**src/rtl/satt_pkg.sv**
```systemverilog
// ----------------------------------------------------------------------------
// satt_pkg: shared types and constants of the sleep/alarm timer table
// Table geometry, request and event codes, table entry layout, the write
// command into the table and the operation codes of the shared ALU.
// ----------------------------------------------------------------------------
package satt_pkg;

  localparam int MAX_TIMERS   = 16;
  localparam int IDX_W        = (MAX_TIMERS > 1) ? $clog2(MAX_TIMERS) : 1;
  localparam int RESULT_LIMIT = 16;
  localparam int CNT_W        = $clog2(RESULT_LIMIT + 1);

  localparam int PADDR_W = 3;
  localparam logic [0:0]  REG_SCAN_INTERVAL = 1'b0;
  localparam logic [15:0] SCAN_INTERVAL_RST = 16'd50;

  localparam logic [30:0] SEC_MAX  = 31'h7FFF_FFFF;
  localparam logic [31:0] TIME_MAX = 32'hFFFF_FFFF;

  typedef enum logic [1:0] {
    FUNC_TICK         = 2'd0,
    FUNC_ADD_SLEEP    = 2'd1,
    FUNC_SET_ALARM    = 2'd2,
    FUNC_REMOVE_SLEEP = 2'd3
  } func_t;

  typedef enum logic [1:0] {
    KIND_WAKE   = 2'd0,
    KIND_SIGNAL = 2'd1,
    KIND_REPLY  = 2'd2
  } kind_t;

  typedef enum logic {
    TYPE_SLEEP = 1'b0,
    TYPE_ALARM = 1'b1
  } ttype_t;

  typedef struct packed {
    ttype_t      typ;
    logic [15:0] owner;
    logic [31:0] expiry;
  } entry_t;

  typedef struct packed {
    logic             set;
    logic             clr;
    logic [IDX_W-1:0] idx;
    entry_t           data;
  } tbl_wr_t;

  typedef enum logic [1:0] {
    ALU_LE   = 2'd0,
    ALU_LEFT = 2'd1,
    ALU_SUM  = 2'd2
  } alu_op_t;

  typedef enum logic [2:0] {
    S_IDLE  = 3'd0,
    S_SCAN  = 3'd1,
    S_FLUSH = 3'd2,
    S_LOOK  = 3'd3,
    S_LEFT  = 3'd4,
    S_REPLY = 3'd5
  } state_t;

endpackage

```
**src/rtl/satt_alu.sv**
```systemverilog
// ----------------------------------------------------------------------------
// satt_alu: shared 33-bit add/subtract unit
// Expiry compare, seconds left (clamped and saturated) and saturating
// expiry sum, all through one adder.
// ----------------------------------------------------------------------------
module satt_alu (
  input  satt_pkg::alu_op_t op,
  input  logic [31:0]       a,
  input  logic [31:0]       b,
  output logic [31:0]       res,
  output logic              flag
);

  logic        sub;
  logic [32:0] sum;
  logic        a_le_b;

  assign sub    = (op != satt_pkg::ALU_SUM);
  assign sum    = {1'b0, a} + (sub ? ~{1'b0, b} : {1'b0, b}) + {32'd0, sub};
  // borrow out of the subtract means a < b
  assign a_le_b = sum[32] || (sum[31:0] == 32'd0);

  always_comb begin
    res  = 32'd0;
    flag = 1'b0;
    case (op)
      satt_pkg::ALU_LE: begin
        flag = a_le_b;
      end
      satt_pkg::ALU_LEFT: begin
        flag = a_le_b;
        if (a_le_b) begin
          res = 32'd0;
        end else if (sum[31]) begin
          res = {1'b0, satt_pkg::SEC_MAX};
        end else begin
          res = sum[31:0];
        end
      end
      satt_pkg::ALU_SUM: begin
        flag = sum[32];
        res  = sum[32] ? satt_pkg::TIME_MAX : sum[31:0];
      end
      default: begin
        res  = 32'd0;
        flag = 1'b0;
      end
    endcase
  end

endmodule

```
**src/rtl/satt_table.sv**
```systemverilog
// ----------------------------------------------------------------------------
// satt_table: timer entry storage
// Per-entry valid flops cleared by reset, entry payload without reset,
// one read port at the sequencer index and one write port.
// ----------------------------------------------------------------------------
module satt_table (
  input  logic                        clk,
  input  logic                        rst_n,
  input  logic [satt_pkg::IDX_W-1:0]  rd_idx,
  output logic                        rd_vld,
  output satt_pkg::entry_t            rd_entry,
  input  satt_pkg::tbl_wr_t           wr
);

  logic [satt_pkg::MAX_TIMERS-1:0] vld_r;
  satt_pkg::entry_t                ent_r [satt_pkg::MAX_TIMERS];

  always_ff @(posedge clk) begin
    if (!rst_n) begin
      vld_r <= '0;
    end else if (wr.set) begin
      vld_r[wr.idx] <= 1'b1;
    end else if (wr.clr) begin
      vld_r[wr.idx] <= 1'b0;
    end
  end

  always_ff @(posedge clk) begin
    if (wr.set) begin
      ent_r[wr.idx] <= wr.data;
    end
  end

  assign rd_vld   = vld_r[rd_idx];
  assign rd_entry = ent_r[rd_idx];

endmodule

```
**src/rtl/satt_ctrl.sv**
```systemverilog
// ----------------------------------------------------------------------------
// satt_ctrl: request sequencer
// Walks the table one entry per cycle (a scan waits out output stalls) for
// expiry scans and owner/free lookups; drives the shared ALU, holds the result register.
// ----------------------------------------------------------------------------
module satt_ctrl (
  input  logic                        clk,
  input  logic                        rst_n,
  input  logic [15:0]                 scan_interval,
  input  logic                        in_valid,
  output logic                        in_ready,
  input  logic [1:0]                  in_func,
  input  logic [31:0]                 in_current_time,
  input  logic [15:0]                 in_owner,
  input  logic [30:0]                 in_seconds,
  output logic                        out_valid,
  input  logic                        out_ready,
  output logic [1:0]                  out_kind,
  output logic [15:0]                 out_target,
  output logic [30:0]                 out_remaining,
  output logic                        out_full_error,
  output logic                        out_last,
  output logic [satt_pkg::IDX_W-1:0]  rd_idx,
  input  logic                        rd_vld,
  input  satt_pkg::entry_t            rd_entry,
  output satt_pkg::tbl_wr_t           tbl_wr,
  output satt_pkg::alu_op_t           alu_op,
  output logic [31:0]                 alu_a,
  output logic [31:0]                 alu_b,
  input  logic [31:0]                 alu_res,
  input  logic                        alu_flag
);

  satt_pkg::state_t state_r, state_nxt;

  satt_pkg::func_t              func_r, func_nxt;
  logic [31:0]                  now_r, now_nxt;
  logic [15:0]                  who_r, who_nxt;
  logic [30:0]                  secs_r, secs_nxt;
  logic [satt_pkg::IDX_W-1:0]   idx_r, idx_nxt;
  logic [satt_pkg::CNT_W-1:0]   cnt_r, cnt_nxt;
  logic [15:0]                  phase_r, phase_nxt;

  logic                         pend_vld_r, pend_vld_nxt;
  satt_pkg::kind_t              pend_kind_r, pend_kind_nxt;
  logic [15:0]                  pend_tgt_r, pend_tgt_nxt;

  logic                         free_fnd_r, free_fnd_nxt;
  logic [satt_pkg::IDX_W-1:0]   free_idx_r, free_idx_nxt;
  logic                         own_fnd_r, own_fnd_nxt;
  logic [satt_pkg::IDX_W-1:0]   own_idx_r, own_idx_nxt;
  logic [31:0]                  own_time_r, own_time_nxt;

  logic                         out_valid_r, out_valid_nxt;
  satt_pkg::kind_t              out_kind_r, out_kind_nxt;
  logic [15:0]                  out_tgt_r, out_tgt_nxt;
  logic [30:0]                  out_rem_r, out_rem_nxt;
  logic                         out_full_r, out_full_nxt;
  logic                         out_last_r, out_last_nxt;

  logic                         accept;
  satt_pkg::func_t              in_fn;
  logic [16:0]                  phase_inc;
  logic                         scan_due;
  logic                         out_free;
  logic                         last_idx;
  logic                         scan_hit;
  logic                         scan_stall;
  satt_pkg::ttype_t             want_type;
  logic                         own_hit;

  assign in_ready  = (state_r == satt_pkg::S_IDLE);
  assign accept    = in_valid && in_ready;
  assign in_fn     = satt_pkg::func_t'(in_func);
  assign phase_inc = {1'b0, phase_r} + 17'd1;
  assign scan_due  = !(phase_inc < {1'b0, scan_interval});
  assign out_free  = !out_valid_r || out_ready;
  assign last_idx  = (idx_r == satt_pkg::IDX_W'(satt_pkg::MAX_TIMERS - 1));
  assign rd_idx    = idx_r;

  assign scan_hit   = rd_vld && alu_flag &&
                      (cnt_r < satt_pkg::CNT_W'(satt_pkg::RESULT_LIMIT));
  assign scan_stall = scan_hit && pend_vld_r && !out_free;
  assign want_type  = (func_r == satt_pkg::FUNC_SET_ALARM) ? satt_pkg::TYPE_ALARM
                                                           : satt_pkg::TYPE_SLEEP;
  assign own_hit    = rd_vld && (rd_entry.owner == who_r) && (rd_entry.typ == want_type);

  // next state
  always_comb begin
    state_nxt = state_r;
    unique case (state_r)
      satt_pkg::S_IDLE: begin
        if (accept) begin
          if (in_fn != satt_pkg::FUNC_TICK) begin
            state_nxt = satt_pkg::S_LOOK;
          end else if (scan_due) begin
            state_nxt = satt_pkg::S_SCAN;
          end
        end
      end
      satt_pkg::S_SCAN: begin
        if (!scan_stall && last_idx) state_nxt = satt_pkg::S_FLUSH;
      end
      satt_pkg::S_FLUSH: begin
        if (!pend_vld_r || out_free) state_nxt = satt_pkg::S_IDLE;
      end
      satt_pkg::S_LOOK: begin
        if (last_idx) state_nxt = satt_pkg::S_LEFT;
      end
      satt_pkg::S_LEFT: begin
        state_nxt = satt_pkg::S_REPLY;
      end
      satt_pkg::S_REPLY: begin
        if (out_free) state_nxt = satt_pkg::S_IDLE;
      end
      default: state_nxt = satt_pkg::S_IDLE;
    endcase
  end

  // datapath, table writes, ALU control and result register
  always_comb begin
    func_nxt      = func_r;
    now_nxt       = now_r;
    who_nxt       = who_r;
    secs_nxt      = secs_r;
    idx_nxt       = idx_r;
    cnt_nxt       = cnt_r;
    phase_nxt     = phase_r;
    pend_vld_nxt  = pend_vld_r;
    pend_kind_nxt = pend_kind_r;
    pend_tgt_nxt  = pend_tgt_r;
    free_fnd_nxt  = free_fnd_r;
    free_idx_nxt  = free_idx_r;
    own_fnd_nxt   = own_fnd_r;
    own_idx_nxt   = own_idx_r;
    own_time_nxt  = own_time_r;
    out_valid_nxt = out_valid_r && !out_ready;
    out_kind_nxt  = out_kind_r;
    out_tgt_nxt   = out_tgt_r;
    out_rem_nxt   = out_rem_r;
    out_full_nxt  = out_full_r;
    out_last_nxt  = out_last_r;
    tbl_wr        = '0;
    alu_op        = satt_pkg::ALU_LE;
    alu_a         = rd_entry.expiry;
    alu_b         = now_r;

    unique case (state_r)
      satt_pkg::S_IDLE: begin
        if (accept) begin
          func_nxt     = in_fn;
          now_nxt      = in_current_time;
          who_nxt      = in_owner;
          secs_nxt     = in_seconds;
          idx_nxt      = '0;
          cnt_nxt      = '0;
          free_fnd_nxt = 1'b0;
          own_fnd_nxt  = 1'b0;
          pend_vld_nxt = 1'b0;
          if (in_fn == satt_pkg::FUNC_TICK) begin
            phase_nxt = scan_due ? 16'd0 : phase_inc[15:0];
          end
        end
      end
      satt_pkg::S_SCAN: begin
        if (!scan_stall) begin
          if (scan_hit) begin
            // push the held event out, hold the new one until its successor or the flush
            if (pend_vld_r) begin
              out_valid_nxt = 1'b1;
              out_kind_nxt  = pend_kind_r;
              out_tgt_nxt   = pend_tgt_r;
              out_rem_nxt   = '0;
              out_full_nxt  = 1'b0;
              out_last_nxt  = 1'b0;
            end
            pend_vld_nxt  = 1'b1;
            pend_kind_nxt = (rd_entry.typ == satt_pkg::TYPE_ALARM) ? satt_pkg::KIND_SIGNAL
                                                                   : satt_pkg::KIND_WAKE;
            pend_tgt_nxt  = rd_entry.owner;
            cnt_nxt       = cnt_r + satt_pkg::CNT_W'(1);
            if (rd_entry.typ == satt_pkg::TYPE_ALARM) begin
              tbl_wr.clr = 1'b1;
              tbl_wr.idx = idx_r;
            end
          end
          idx_nxt = idx_r + satt_pkg::IDX_W'(1);
        end
      end
      satt_pkg::S_FLUSH: begin
        if (pend_vld_r && out_free) begin
          out_valid_nxt = 1'b1;
          out_kind_nxt  = pend_kind_r;
          out_tgt_nxt   = pend_tgt_r;
          out_rem_nxt   = '0;
          out_full_nxt  = 1'b0;
          out_last_nxt  = 1'b1;
          pend_vld_nxt  = 1'b0;
        end
      end
      satt_pkg::S_LOOK: begin
        if (!rd_vld && !free_fnd_r) begin
          free_fnd_nxt = 1'b1;
          free_idx_nxt = idx_r;
        end
        if (own_hit && !own_fnd_r) begin
          own_fnd_nxt  = 1'b1;
          own_idx_nxt  = idx_r;
          own_time_nxt = rd_entry.expiry;
        end
        idx_nxt = idx_r + satt_pkg::IDX_W'(1);
      end
      satt_pkg::S_LEFT: begin
        alu_op       = satt_pkg::ALU_LEFT;
        alu_a        = own_time_r;
        alu_b        = now_r;
        own_time_nxt = alu_res;
      end
      satt_pkg::S_REPLY: begin
        alu_op = satt_pkg::ALU_SUM;
        alu_a  = now_r;
        alu_b  = {1'b0, secs_r};
        if (out_free) begin
          out_valid_nxt = 1'b1;
          out_kind_nxt  = satt_pkg::KIND_REPLY;
          out_tgt_nxt   = who_r;
          out_rem_nxt   = '0;
          out_full_nxt  = 1'b0;
          out_last_nxt  = 1'b1;
          tbl_wr.data.owner  = who_r;
          tbl_wr.data.expiry = alu_res;
          tbl_wr.data.typ    = want_type;
          case (func_r)
            satt_pkg::FUNC_ADD_SLEEP: begin
              if (free_fnd_r) begin
                tbl_wr.set = 1'b1;
                tbl_wr.idx = free_idx_r;
              end else begin
                out_rem_nxt  = secs_r;
                out_full_nxt = 1'b1;
              end
            end
            satt_pkg::FUNC_SET_ALARM: begin
              if (own_fnd_r) begin
                out_rem_nxt = own_time_r[30:0];
                tbl_wr.idx  = own_idx_r;
                if (secs_r != '0) begin
                  tbl_wr.set = 1'b1;
                end else begin
                  tbl_wr.clr = 1'b1;
                end
              end else if (secs_r == '0) begin
                out_rem_nxt = '0;
              end else if (free_fnd_r) begin
                tbl_wr.set = 1'b1;
                tbl_wr.idx = free_idx_r;
              end else begin
                out_rem_nxt  = secs_r;
                out_full_nxt = 1'b1;
              end
            end
            satt_pkg::FUNC_REMOVE_SLEEP: begin
              if (own_fnd_r) begin
                out_rem_nxt = own_time_r[30:0];
                tbl_wr.clr  = 1'b1;
                tbl_wr.idx  = own_idx_r;
              end
            end
            default: begin
              out_rem_nxt = '0;
            end
          endcase
        end
      end
      default: begin
        idx_nxt = '0;
      end
    endcase
  end

  always_ff @(posedge clk) begin
    if (!rst_n) begin
      state_r     <= satt_pkg::S_IDLE;
      phase_r     <= '0;
      pend_vld_r  <= 1'b0;
      out_valid_r <= 1'b0;
    end else begin
      state_r     <= state_nxt;
      phase_r     <= phase_nxt;
      pend_vld_r  <= pend_vld_nxt;
      out_valid_r <= out_valid_nxt;
    end
  end

  always_ff @(posedge clk) begin
    func_r      <= func_nxt;
    now_r       <= now_nxt;
    who_r       <= who_nxt;
    secs_r      <= secs_nxt;
    idx_r       <= idx_nxt;
    cnt_r       <= cnt_nxt;
    pend_kind_r <= pend_kind_nxt;
    pend_tgt_r  <= pend_tgt_nxt;
    free_fnd_r  <= free_fnd_nxt;
    free_idx_r  <= free_idx_nxt;
    own_fnd_r   <= own_fnd_nxt;
    own_idx_r   <= own_idx_nxt;
    own_time_r  <= own_time_nxt;
    out_kind_r  <= out_kind_nxt;
    out_tgt_r   <= out_tgt_nxt;
    out_rem_r   <= out_rem_nxt;
    out_full_r  <= out_full_nxt;
    out_last_r  <= out_last_nxt;
  end

  assign out_valid      = out_valid_r;
  assign out_kind       = out_kind_r;
  assign out_target     = out_tgt_r;
  assign out_remaining  = out_rem_r;
  assign out_full_error = out_full_r;
  assign out_last       = out_last_r;

  a_req_to_look: assert property (@(posedge clk) disable iff (!rst_n)
    accept && (in_fn != satt_pkg::FUNC_TICK) |=> state_r == satt_pkg::S_LOOK)
    else $error("request did not start a table lookup");

  a_idle_no_pend: assert property (@(posedge clk) disable iff (!rst_n)
    state_r == satt_pkg::S_IDLE |-> !pend_vld_r)
    else $error("event left behind after scan");

  a_reply_last: assert property (@(posedge clk) disable iff (!rst_n)
    out_valid_r && (out_kind_r == satt_pkg::KIND_REPLY) |-> out_last_r)
    else $error("reply beat without last");

  a_full_reply: assert property (@(posedge clk) disable iff (!rst_n)
    out_valid_r && out_full_r |-> out_kind_r == satt_pkg::KIND_REPLY)
    else $error("full error on an event beat");

  a_cnt_limit: assert property (@(posedge clk) disable iff (!rst_n)
    state_r == satt_pkg::S_SCAN |-> cnt_r <= satt_pkg::CNT_W'(satt_pkg::RESULT_LIMIT))
    else $error("scan event count past limit");

endmodule

```
**src/rtl/sleep_alarm_timer_table.sv**
```systemverilog
// ----------------------------------------------------------------------------
// sleep_alarm_timer_table: table of sleep and alarm wakeup timers
// Operation: a tick that does not fall on a scan gives no beat; a scanning
//   tick walks all MAX_TIMERS entries and flushes the held event, waiting on
//   output stalls; a request walks all entries, takes the seconds left, then gives its reply beat.
// Throughput: one item at a time; the one-entry-per-cycle walk, bar output stalls, sets the rate.
// Reset: rst_n (synchronous) clears all valid bits, the tick phase and the
//   output beat; scan_interval returns to 50.
// ----------------------------------------------------------------------------
module sleep_alarm_timer_table (
  input  logic                          clk,
  input  logic                          rst_n,
  // request and tick channel
  input  logic                          in_valid,
  output logic                          in_ready,
  input  logic [1:0]                    in_func,
  input  logic [31:0]                   in_current_time,
  input  logic [15:0]                   in_owner,
  input  logic [30:0]                   in_seconds,
  // event and reply channel
  output logic                          out_valid,
  input  logic                          out_ready,
  output logic [1:0]                    out_kind,
  output logic [15:0]                   out_target,
  output logic [30:0]                   out_remaining,
  output logic                          out_full_error,
  output logic                          out_last,
  // configuration port
  input  logic                          psel,
  input  logic                          penable,
  input  logic                          pwrite,
  input  logic [satt_pkg::PADDR_W-1:0]  paddr,
  input  logic [31:0]                   pwdata,
  output logic [31:0]                   prdata,
  output logic                          pready
);

  logic [15:0]                 scan_interval_r, scan_interval_nxt;
  logic                        cfg_wr;
  logic [0:0]                  cfg_reg_idx;

  logic [satt_pkg::IDX_W-1:0]  rd_idx;
  logic                        rd_vld;
  satt_pkg::entry_t            rd_entry;
  satt_pkg::tbl_wr_t           tbl_wr;
  satt_pkg::alu_op_t           alu_op;
  logic [31:0]                 alu_a;
  logic [31:0]                 alu_b;
  logic [31:0]                 alu_res;
  logic                        alu_flag;

  // Configuration: one register per 32-bit word, index from the word address.
  // The access needs no wait state, so pready stays high.
  assign pready      = 1'b1;
  assign cfg_reg_idx = paddr[satt_pkg::PADDR_W-1:2];
  assign cfg_wr      = psel && penable && pwrite && pready;

  always_comb begin
    scan_interval_nxt = scan_interval_r;
    if (cfg_wr && (cfg_reg_idx == satt_pkg::REG_SCAN_INTERVAL)) begin
      scan_interval_nxt = pwdata[15:0];
    end
  end

  always_ff @(posedge clk) begin
    if (!rst_n) begin
      scan_interval_r <= satt_pkg::SCAN_INTERVAL_RST;
    end else begin
      scan_interval_r <= scan_interval_nxt;
    end
  end

  // Read back: anything past the register list reads as zero.
  always_comb begin
    prdata = 32'd0;
    unique case (cfg_reg_idx)
      satt_pkg::REG_SCAN_INTERVAL: prdata = {16'd0, scan_interval_r};
      default:                     prdata = 32'd0;
    endcase
  end

  // Sequencer: tick phase, table walks, reply building and the output beat.
  satt_ctrl u_ctrl (
    .clk             (clk),
    .rst_n           (rst_n),
    .scan_interval   (scan_interval_r),
    .in_valid        (in_valid),
    .in_ready        (in_ready),
    .in_func         (in_func),
    .in_current_time (in_current_time),
    .in_owner        (in_owner),
    .in_seconds      (in_seconds),
    .out_valid       (out_valid),
    .out_ready       (out_ready),
    .out_kind        (out_kind),
    .out_target      (out_target),
    .out_remaining   (out_remaining),
    .out_full_error  (out_full_error),
    .out_last        (out_last),
    .rd_idx          (rd_idx),
    .rd_vld          (rd_vld),
    .rd_entry        (rd_entry),
    .tbl_wr          (tbl_wr),
    .alu_op          (alu_op),
    .alu_a           (alu_a),
    .alu_b           (alu_b),
    .alu_res         (alu_res),
    .alu_flag        (alu_flag)
  );

  // Timer storage: valid bits under reset, payload written on insert/update.
  satt_table u_table (
    .clk      (clk),
    .rst_n    (rst_n),
    .rd_idx   (rd_idx),
    .rd_vld   (rd_vld),
    .rd_entry (rd_entry),
    .wr       (tbl_wr)
  );

  // Shared adder: expiry compare during scans, seconds left and the
  // saturating expiry sum while building a reply.
  satt_alu u_alu (
    .op   (alu_op),
    .a    (alu_a),
    .b    (alu_b),
    .res  (alu_res),
    .flag (alu_flag)
  );

endmodule
```
**config.mk**
```make
export PLATFORM = sky130hd
export DESIGN_NAME = sleep_alarm_timer_table
export DESIGN_NICKNAME = d
export VERILOG_FILES = /design/src/rtl/satt_pkg.sv /design/src/rtl/satt_alu.sv /design/src/rtl/satt_table.sv /design/src/rtl/satt_ctrl.sv /design/src/rtl/sleep_alarm_timer_table.sv
export SDC_FILE = /design/constraint.sdc
export NUM_CORES = 1
export LEC_CHECK = 0
export ABC_AREA = 0
export BUFFER_PORTS_ARGS = -buffer_cell sky130_fd_sc_hd__buf_2
export CAP_MARGIN = 15
export CORE_MARGIN = 2
export CORE_UTILIZATION = 30
export CTS_CLUSTER_SIZE = 14
export DETAILED_ROUTE_END_ITERATION = 10
export SLEW_MARGIN = 0
export SYNTH_ARGS = -nofsm -noshare
export SYNTH_HDL_FRONTEND = slang
export SYNTH_HIERARCHICAL = 1
export SYNTH_SLANG_ARGS = --single-unit
```
**constraint.sdc**
```tcl
create_clock -name clk -period 12.15 [get_ports clk]
set_clock_uncertainty 0.15 [all_clocks]
set_input_delay 1.215 -clock clk [delete_from_list [all_inputs] [get_ports clk]]
set_output_delay 1.215 -clock clk [all_outputs]
set_load 0.02 [all_outputs]
```
==> flow_summary.json, run 1 <==
{
  "ys_ff_latch": 1037,
  "cts_buffers": 104,
  "fmax_mhz": 100.6,
  "netlist_instances": 2748,
  "gp_congestion": 0.8867,
  "post-cts-setup-buffers": 0,
  "syn2layout_area_growth_pct": 14.97,
  "hpwl_um": 68690,
  "core_area_um2": 147500,
  "ir_drop_uv": 118.4,
  "vias_per_cell": 5.039,
  "clockRootBuffer": "clkbuf_16",
  "hold_start": "scan_interval_r[14]",
  "worst_slew_pin_slew_ns": 1.113,
  "synth_area_um2": 44520,
  "drc": 0,
  "cellInternalPower_mw": 7.132,
  "critical_path.max_fanout": 39,
  "nets": 3117,
  "critical_path.slowest_cell": "nor2_4",
  "synth-main-ff-cell": "edfxtp_1",
  "hold_viol_final": 0,
  "hold_path_class": "register to register",
  "cp-end-kind": "register",
  "portBuffers": 173,
  "relSlewSlack_pct": 24.75,
  "finalMaxSlewViolations": 0,
  "cts_sinks": 1037,
  "die_w_um": 389.2,
  "fin_setup_tns_ns": 0,
  "synth_area_leaders": "edfxtp_1 (66%), mux4_2 (10%), nand2_1 (2.9%)",
  "postRouteAntennaNets": 0,
  "vias": 24988,
  "grt_pass1_vias": 24723,
  "period_share_pct": 81.78,
  "clkPwrFrac_pct": 29.9,
  "maxCapViolCount": 0,
  "clk_transition_reported_paths_ns": 0.06,
  "required_ns": 12.35,
  "synth_edf_count": 984,
  "grt_max_degree": 89,
  "crit_top_cell": "nand2_1",
  "cts_hold_buf": 0,
  "drt_iter0_drc": 2199,
  "cp-startpoint": "u_ctrl/rd_idx[0]",
  "grt_pass1_wl_um": 166000,
  "dr.pass1.iters": 6,
  "initial_core_util_pct": 30.19,
  "io_pins": 209,
  "clock_latency_ns": 0.71,
  "arrival_ns": 10.14,
  "slowest_delay_ns": 0.79,
  "rsz0062_at_grt": "false",
  "p_per_area_nw_per_um2": 211.4,
  "min_period_ns": 9.936,
  "routed_wl_um": 113300,
  "rows": 141,
  "status": "finished, final reports clean",
  "cts_resized": 0,
  "combinationalPowerShare_pct": 31.6,
  "wl_per_cell_um": 22.85,
  "drive_gt1_share_pct": 22.69,
  "synth_cell_types": 89,
  "startpoint_type": "register",
  "synth_top_area_share_pct": 66.37,
  "p_seq_share_pct": 38.5,
  "leakage_nw": 15.08,
  "cts.path.max_buffers": 3,
  "htree_num_levels": 3,
  "synth_seq_area_share_pct": 68.75,
  "switching_power_mw": 3.687,
  "setup_viol": 0,
  "synth_common_cells": "edfxtp_1 (984), nand2_1 (341), mux4_2 (200), a22oi_1 (102), o21ai_0 (94)",
  "synth.most_common_cell": "edfxtp_1",
  "async_reset_ff_share_pct": 0,
  "tritoncts": "yes",
  "die_area_um2": 151500,
  "ys_warn_count": 6,
  "worst-setup-path-type": "register to register",
  "antenna_found_initial": 6,
  "yosysTopAreaCell": "edfxtp_1",
  "grt_usage_pct": 14.64,
  "r2r-start": "u_ctrl/rd_idx[0]",
  "avgSynthCellArea_um2": 16.20,
  "fp.dieH_um": 389.2,
  "sw_frac_of_total_pct": 34.08,
  "grt_overflow": 0,
  "whs_ns": 0.3241
}
## cells in the final DEF, fill, tap and decap left out, types with 25 or more instances in the layout
cell type / n
ha_1: 58
dfxtp_1: 52
nand2_1: 341
nor2b_1: 27
mux2_2: 33
nand3_1: 37
buf_2: 173
inv_1: 39
mux4_2: 200
clkbuf_1: 25
edfxtp_1: 984
nor2_1: 57
and3_1: 65
clkbuf_16: 105
o21ai_0: 93
mux2i_1: 56
buf_4: 51
a22oi_1: 102
xnor2_1: 62
a22o_1: 38
a21oi_1: 47
o21a_1: 39
## worst paths after layout
check / end / slack, ns / cells past startpoint
worst max-delay path: u_table/ent_r[7][44] / 2.21 / 25
worst min-delay path: scan_interval_r[14] / 0.32 / 2
worst max register to register: u_table/ent_r[7][44] / 2.21 / 25
worst min register to register: scan_interval_r[14] / 0.32 / 2
## metal layers
layer  vias to the layer above  wire length, µm  GRT usage, %
li1                      11135                -             -
met2                       749            54650         24.16
met4                         0             2157         3.608
met3                       135             6497         2.335
met5                         -                0             0
met1                     12969            50000         20.18
## cell families (layout without fill, tap and decap cells)
kind of cell / count (synthesis) / after routing / share of synthesized area, %
buffers and inverters: 207 / 467 / 2.220
adders and majority gates: 60 / 60 / 1.703
xor gates and xnor gates: 84 / 84 / 1.652
muxes: 289 / 289 / 12.21
other: 2 / 23 / 0.01687
and+or+nand+nor: 671 / 671 / 7.144
DFF: 1037 / 1037 / 68.75
AOI/OAI and AO/OA: 398 / 398 / 6.303
## critical path, delay by kind of cell (launching register included)
kind | cells | cell delay [ns]
buffers and inverters | 2 | 1.24
adder cells (fa/ha/maj) | 1 | 0.41
multiplexers | 1 | 0.59
flip-flops | 1 | 0.75
AO/OA/AOI/OAI | 8 | 2.40
AND/OR/NAND/NOR | 12 | 3.74
XOR/XNOR | 1 | 0.21
## layout make-up
| class | count | area (µm²) |
|---|---|---|
| Tap cell | 1930 | 2415 |
| Clock buffer | 130 | 2721 |
| Inverter | 41 | 158.9 |
| Sequential cell | 1037 | 30610 |
| Fill cell | 14015 | 96300 |
| Antenna cell | 6 | 15.01 |
| Multi-Input combinational cell | 1519 | 13170 |
| Clock inverter | 65 | 711.9 |
| Timing Repair Buffer | 231 | 1389 |
## state kept, by name, summed over array words and instances (netlist names), named ones only
register               count
scan_interval_r           16
u_ctrl/cnt_r               5
u_ctrl/free_fnd_r          1
u_ctrl/free_idx_r          4
u_ctrl/func_r              2
u_ctrl/now_r              32
u_ctrl/out_full_error      1
u_ctrl/out_kind            2
u_ctrl/out_last            1
u_ctrl/out_remaining      31
u_ctrl/out_target         16
u_ctrl/out_valid           1
u_ctrl/own_fnd_r           1
u_ctrl/own_idx_r           4
u_ctrl/own_time_r         32
u_ctrl/pend_kind_r         1
u_ctrl/pend_tgt_r         16
u_ctrl/pend_vld_r          1
u_ctrl/phase_r            16
u_ctrl/rd_idx              4
u_ctrl/secs_r             31
u_ctrl/state_r             3
u_ctrl/who_r              16
u_table/ent_r            784
## power by group through the flow
stage / sequential (mW) / clock [mW] / combinational, mW
3_5_place_dp: 4.24 / 0 / 3.40
2_1_floorplan: 4.18 / 0 / 2.46
4_1_cts: 4.17 / 3.31 / 3.42
5_1_grt: 4.18 / 3.44 / 3.71
6_report: 4.17 / 3.23 / 3.42
3_3_place_gp: 4.24 / 0 / 3.41
## per-stage QoR
step                cell area, µm²  power [mW]  cells  util (%)  setup slack (ns)
finish                       51190       10.82   4959     34.71             2.214
global route                 51180       11.33   4954     34.70             1.649
CTS                          51170       10.90   4953     34.70             2.126
detailed placement           47740       7.645   4758     32.37             2.169
global placement             47740       7.648   4758     32.37             2.244
floorplan                    44580       6.633   2763         -             3.256
(Power assumes the default switching activity.)
==> run 2: changes to the inputs <==
--- a/config.mk
+++ b/config.mk
@@ -5,7 +5,7 @@
 export SDC_FILE = /design/constraint.sdc
 export NUM_CORES = 1
 export LEC_CHECK = 0
-export ABC_AREA = 0
+export ABC_AREA = 1
 export BUFFER_PORTS_ARGS = -buffer_cell sky130_fd_sc_hd__buf_2
 export CAP_MARGIN = 15
 export CORE_MARGIN = 2
==> constraint.sdc (replaced) <==
create_clock -name clk -period 10.3 [get_ports clk]
set_clock_uncertainty 0.15 [all_clocks]
set_input_delay 1.03 -clock clk [delete_from_list [all_inputs] [get_ports clk]]
set_output_delay 1.03 -clock clk [all_outputs]
set_load 0.02 [all_outputs]
==> flow_summary.json, run 2 <==
{
  "status": "finished, final reports clean",
  "grtUsageMet1_pct": 22.35,
  "initial_core_util_pct": 30.23,
  "p_seq_share_pct": 30.2,
  "cts_buffers": 115,
  "period_share_pct": 86.26,
  "fillerInstances": 17058,
  "grt_max_degree": 194,
  "tritoncts": "yes",
  "die_area_um2": 174100,
  "cts_hold_buf": 0,
  "grt_overflow": 0,
  "final_cell_count_no_fill": 7960,
  "grt_pass1_vias": 35712,
  "vias_per_cell": 4.768,
  "arrival_ns": 9.10,
  "hpwl_um": 90700,
  "gp_congestion": 0.9158,
  "reg2reg_setup_slack_ns": 1.42,
  "drt_iter0_drc": 3523,
  "cts_resized": 0,
  "netlist_instances": 5551,
  "largest_reg_flops": 784,
  "numPlacedInstances": 7743,
  "grt_usage_pct": 17.02,
  "critical_path.max_fanout": 97,
  "multi_input_area_um2": 15170,
  "cts_sinks": 1037,
  "synth.most_common_cell": "nand2_1",
  "use_met3_pct": 2.502,
  "die_w_um": 417.3,
  "cp-end-kind": "register",
  "clock_latency_ns": 0.75,
  "postRouteAntennaNets": 0,
  "yosysTopAreaCell": "edfxtp_1",
  "dr.pass1.iters": 6,
  "relSlewSlack_pct": 20.34,
  "startpoint_type": "register",
  "min_period_ns": 8.885,
  "r2r-start": "u_ctrl/rd_idx[0]",
  "combinationalPowerShare_pct": 44.3,
  "io_pins": 209,
  "routed_wl_um": 152900,
  "sw_frac_of_total_pct": 43.61,
  "fp.dieH_um": 417.3,
  "hold_path_class": "input pin to register",
  "worst_slew_pin_slew_ns": 1.184,
  "slowest_delay_ns": 0.83,
  "fin_util_pct": 34.13,
  "nets": 5825,
  "maxCapViolCount": 0,
  "drc": 0,
  "synth_edf_count": 984,
  "synth_cell_types": 56,
  "finalMaxSlewViolations": 0,
  "drive_gt1_share_pct": 9.059,
  "whs_ns": 0.3107,
  "synth_common_cells": "nand2_1 (1705), inv_1 (997), edfxtp_1 (984), nand3_1 (729), nor2_1 (203)",
  "setup_viol": 0,
  "clk_transition_reported_paths_ns": 0.06,
  "switching_power_mw": 7.333,
  "fin_setup_tns_ns": 0,
  "cts.path.max_buffers": 3,
  "clockRootBuffer": "clkbuf_16",
  "wl_per_cell_um": 19.21,
  "hold_viol_final": 0,
  "fmax_mhz": 112.6,
  "crit_top_cell": "nand2_1",
  "rows": 151,
  "vias": 37952,
  "synth_seq_area_share_pct": 59.74,
  "clkPwrFrac_pct": 25.4,
  "post-cts-setup-buffers": 0,
  "rsz0062_at_grt": "false",
  "portBuffers": 173,
  "final_common_cell": "nand2_1",
  "synth-main-ff-cell": "edfxtp_1",
  "critical_path.slowest_cell": "buf_4",
  "final_cell_mix": "nand2_1 (1704), edfxtp_1 (984), inv_1 (975)",
  "cellInternalPower_mw": 9.482,
  "regArea_um2": 30610,
  "cp-startpoint": "u_ctrl/rd_idx[0]",
  "synth_top_area_share_pct": 57.67,
  "regMostFlops": "u_table/ent_r",
  "hold_start": "in_owner[6]",
  "met2_usage_pct": 28.30,
  "ys_warn_count": 6,
  "async_reset_ff_share_pct": 0,
  "ys_ff_latch": 1037,
  "fin_ws_ns": 1.415,
  "place_ws_ns": 1.607,
  "top_usage_layer": "met2",
  "required_ns": 10.52,
  "avgSynthCellArea_um2": 9.230,
  "leakage_nw": 24.91,
  "syn2layout_area_growth_pct": 12.88,
  "core_area_um2": 169500,
  "worst-setup-path-type": "register to register",
  "htree_num_levels": 3,
  "grt_pass1_wl_um": 224700,
  "antenna_found_initial": 2,
  "reg_top3": "u_table/ent_r x784, u_ctrl/now_r x32, u_ctrl/own_time_r x32",
  "synth_area_um2": 51240,
  "ir_drop_uv": 303.3,
  "synth_area_leaders": "edfxtp_1 (58%), nand2_1 (12%), inv_1 (7.3%)",
  "p_per_area_nw_per_um2": 290.7
}
-- run 2: cells by family (layout without fill, tap and decap cells) --
| kind of cell | count (synthesis) | after routing | share of synthesized area (%) |
|---|---|---|---|
| compound gates | 363 | 363 | 4.527 |
| buf+inv | 1285 | 1459 | 10.79 |
| xor+xnor | 48 | 48 | 0.8205 |
| flops | 1037 | 1037 | 59.74 |
| fa+ha+maj | 60 | 60 | 1.480 |
| simple gates | 2756 | 2756 | 22.63 |
| other cells | 2 | 19 | 0.01466 |
-- run 2: worst paths after layout --
path,end,depth (start not counted)
worst min register to register,register,2
worst max register to register,u_table/ent_r[6][14],41
worst min-delay path,u_ctrl/who_r[6],1
worst max-delay path,u_table/ent_r[6][14],41
-- run 2: area by class of cell --
class / count / share of cell area [%]
tap: 2218 / 4.798
multi-input combinational: 3244 / 26.23
inverter: 1006 / 6.579
clock inverter: 67 / 1.547
timing repair buffer: 238 / 2.708
antenna: 2 / 0.008653
sequential: 1037 / 52.92
clock buffer: 148 / 5.207
-- run 2: power groups by stage --
stage | combinational, mW | clock, mW | sequential, mW
finish | 7.45 | 4.28 | 5.09
global placement | 7.26 | 0 | 5.17
floorplan | 5.22 | 0 | 5.19
CTS | 7.37 | 4.37 | 5.09
global route | 8.23 | 4.52 | 5.10
detailed placement | 7.33 | 0 | 5.18
-- run 2: worst max-delay path: cells and delay by family, from the launching register on --
kind	cells	cell delay (ns)
compound gates	6	1.12
fa+ha+maj	2	0.79
buf+inv	12	3.04
flops	1	0.49
simple gates	21	2.68
-- run 2: metrics by stage --
step / power (mW) / cell area [µm²]
after floorplan: 10.41 / 51290
after global placement: 12.44 / 53930
after detailed placement: 12.50 / 53930
after CTS: 16.83 / 57830
after global routing: 17.85 / 57840
final: 16.82 / 57840
-- run 2: layer usage --
layer / up-vias / part of all wire (%)
met5: - / 0
met4: 0 / 3.7
met3: 277 / 7.1
met2: 1437 / 47
met1: 18141 / 42
li1: 18097 / -
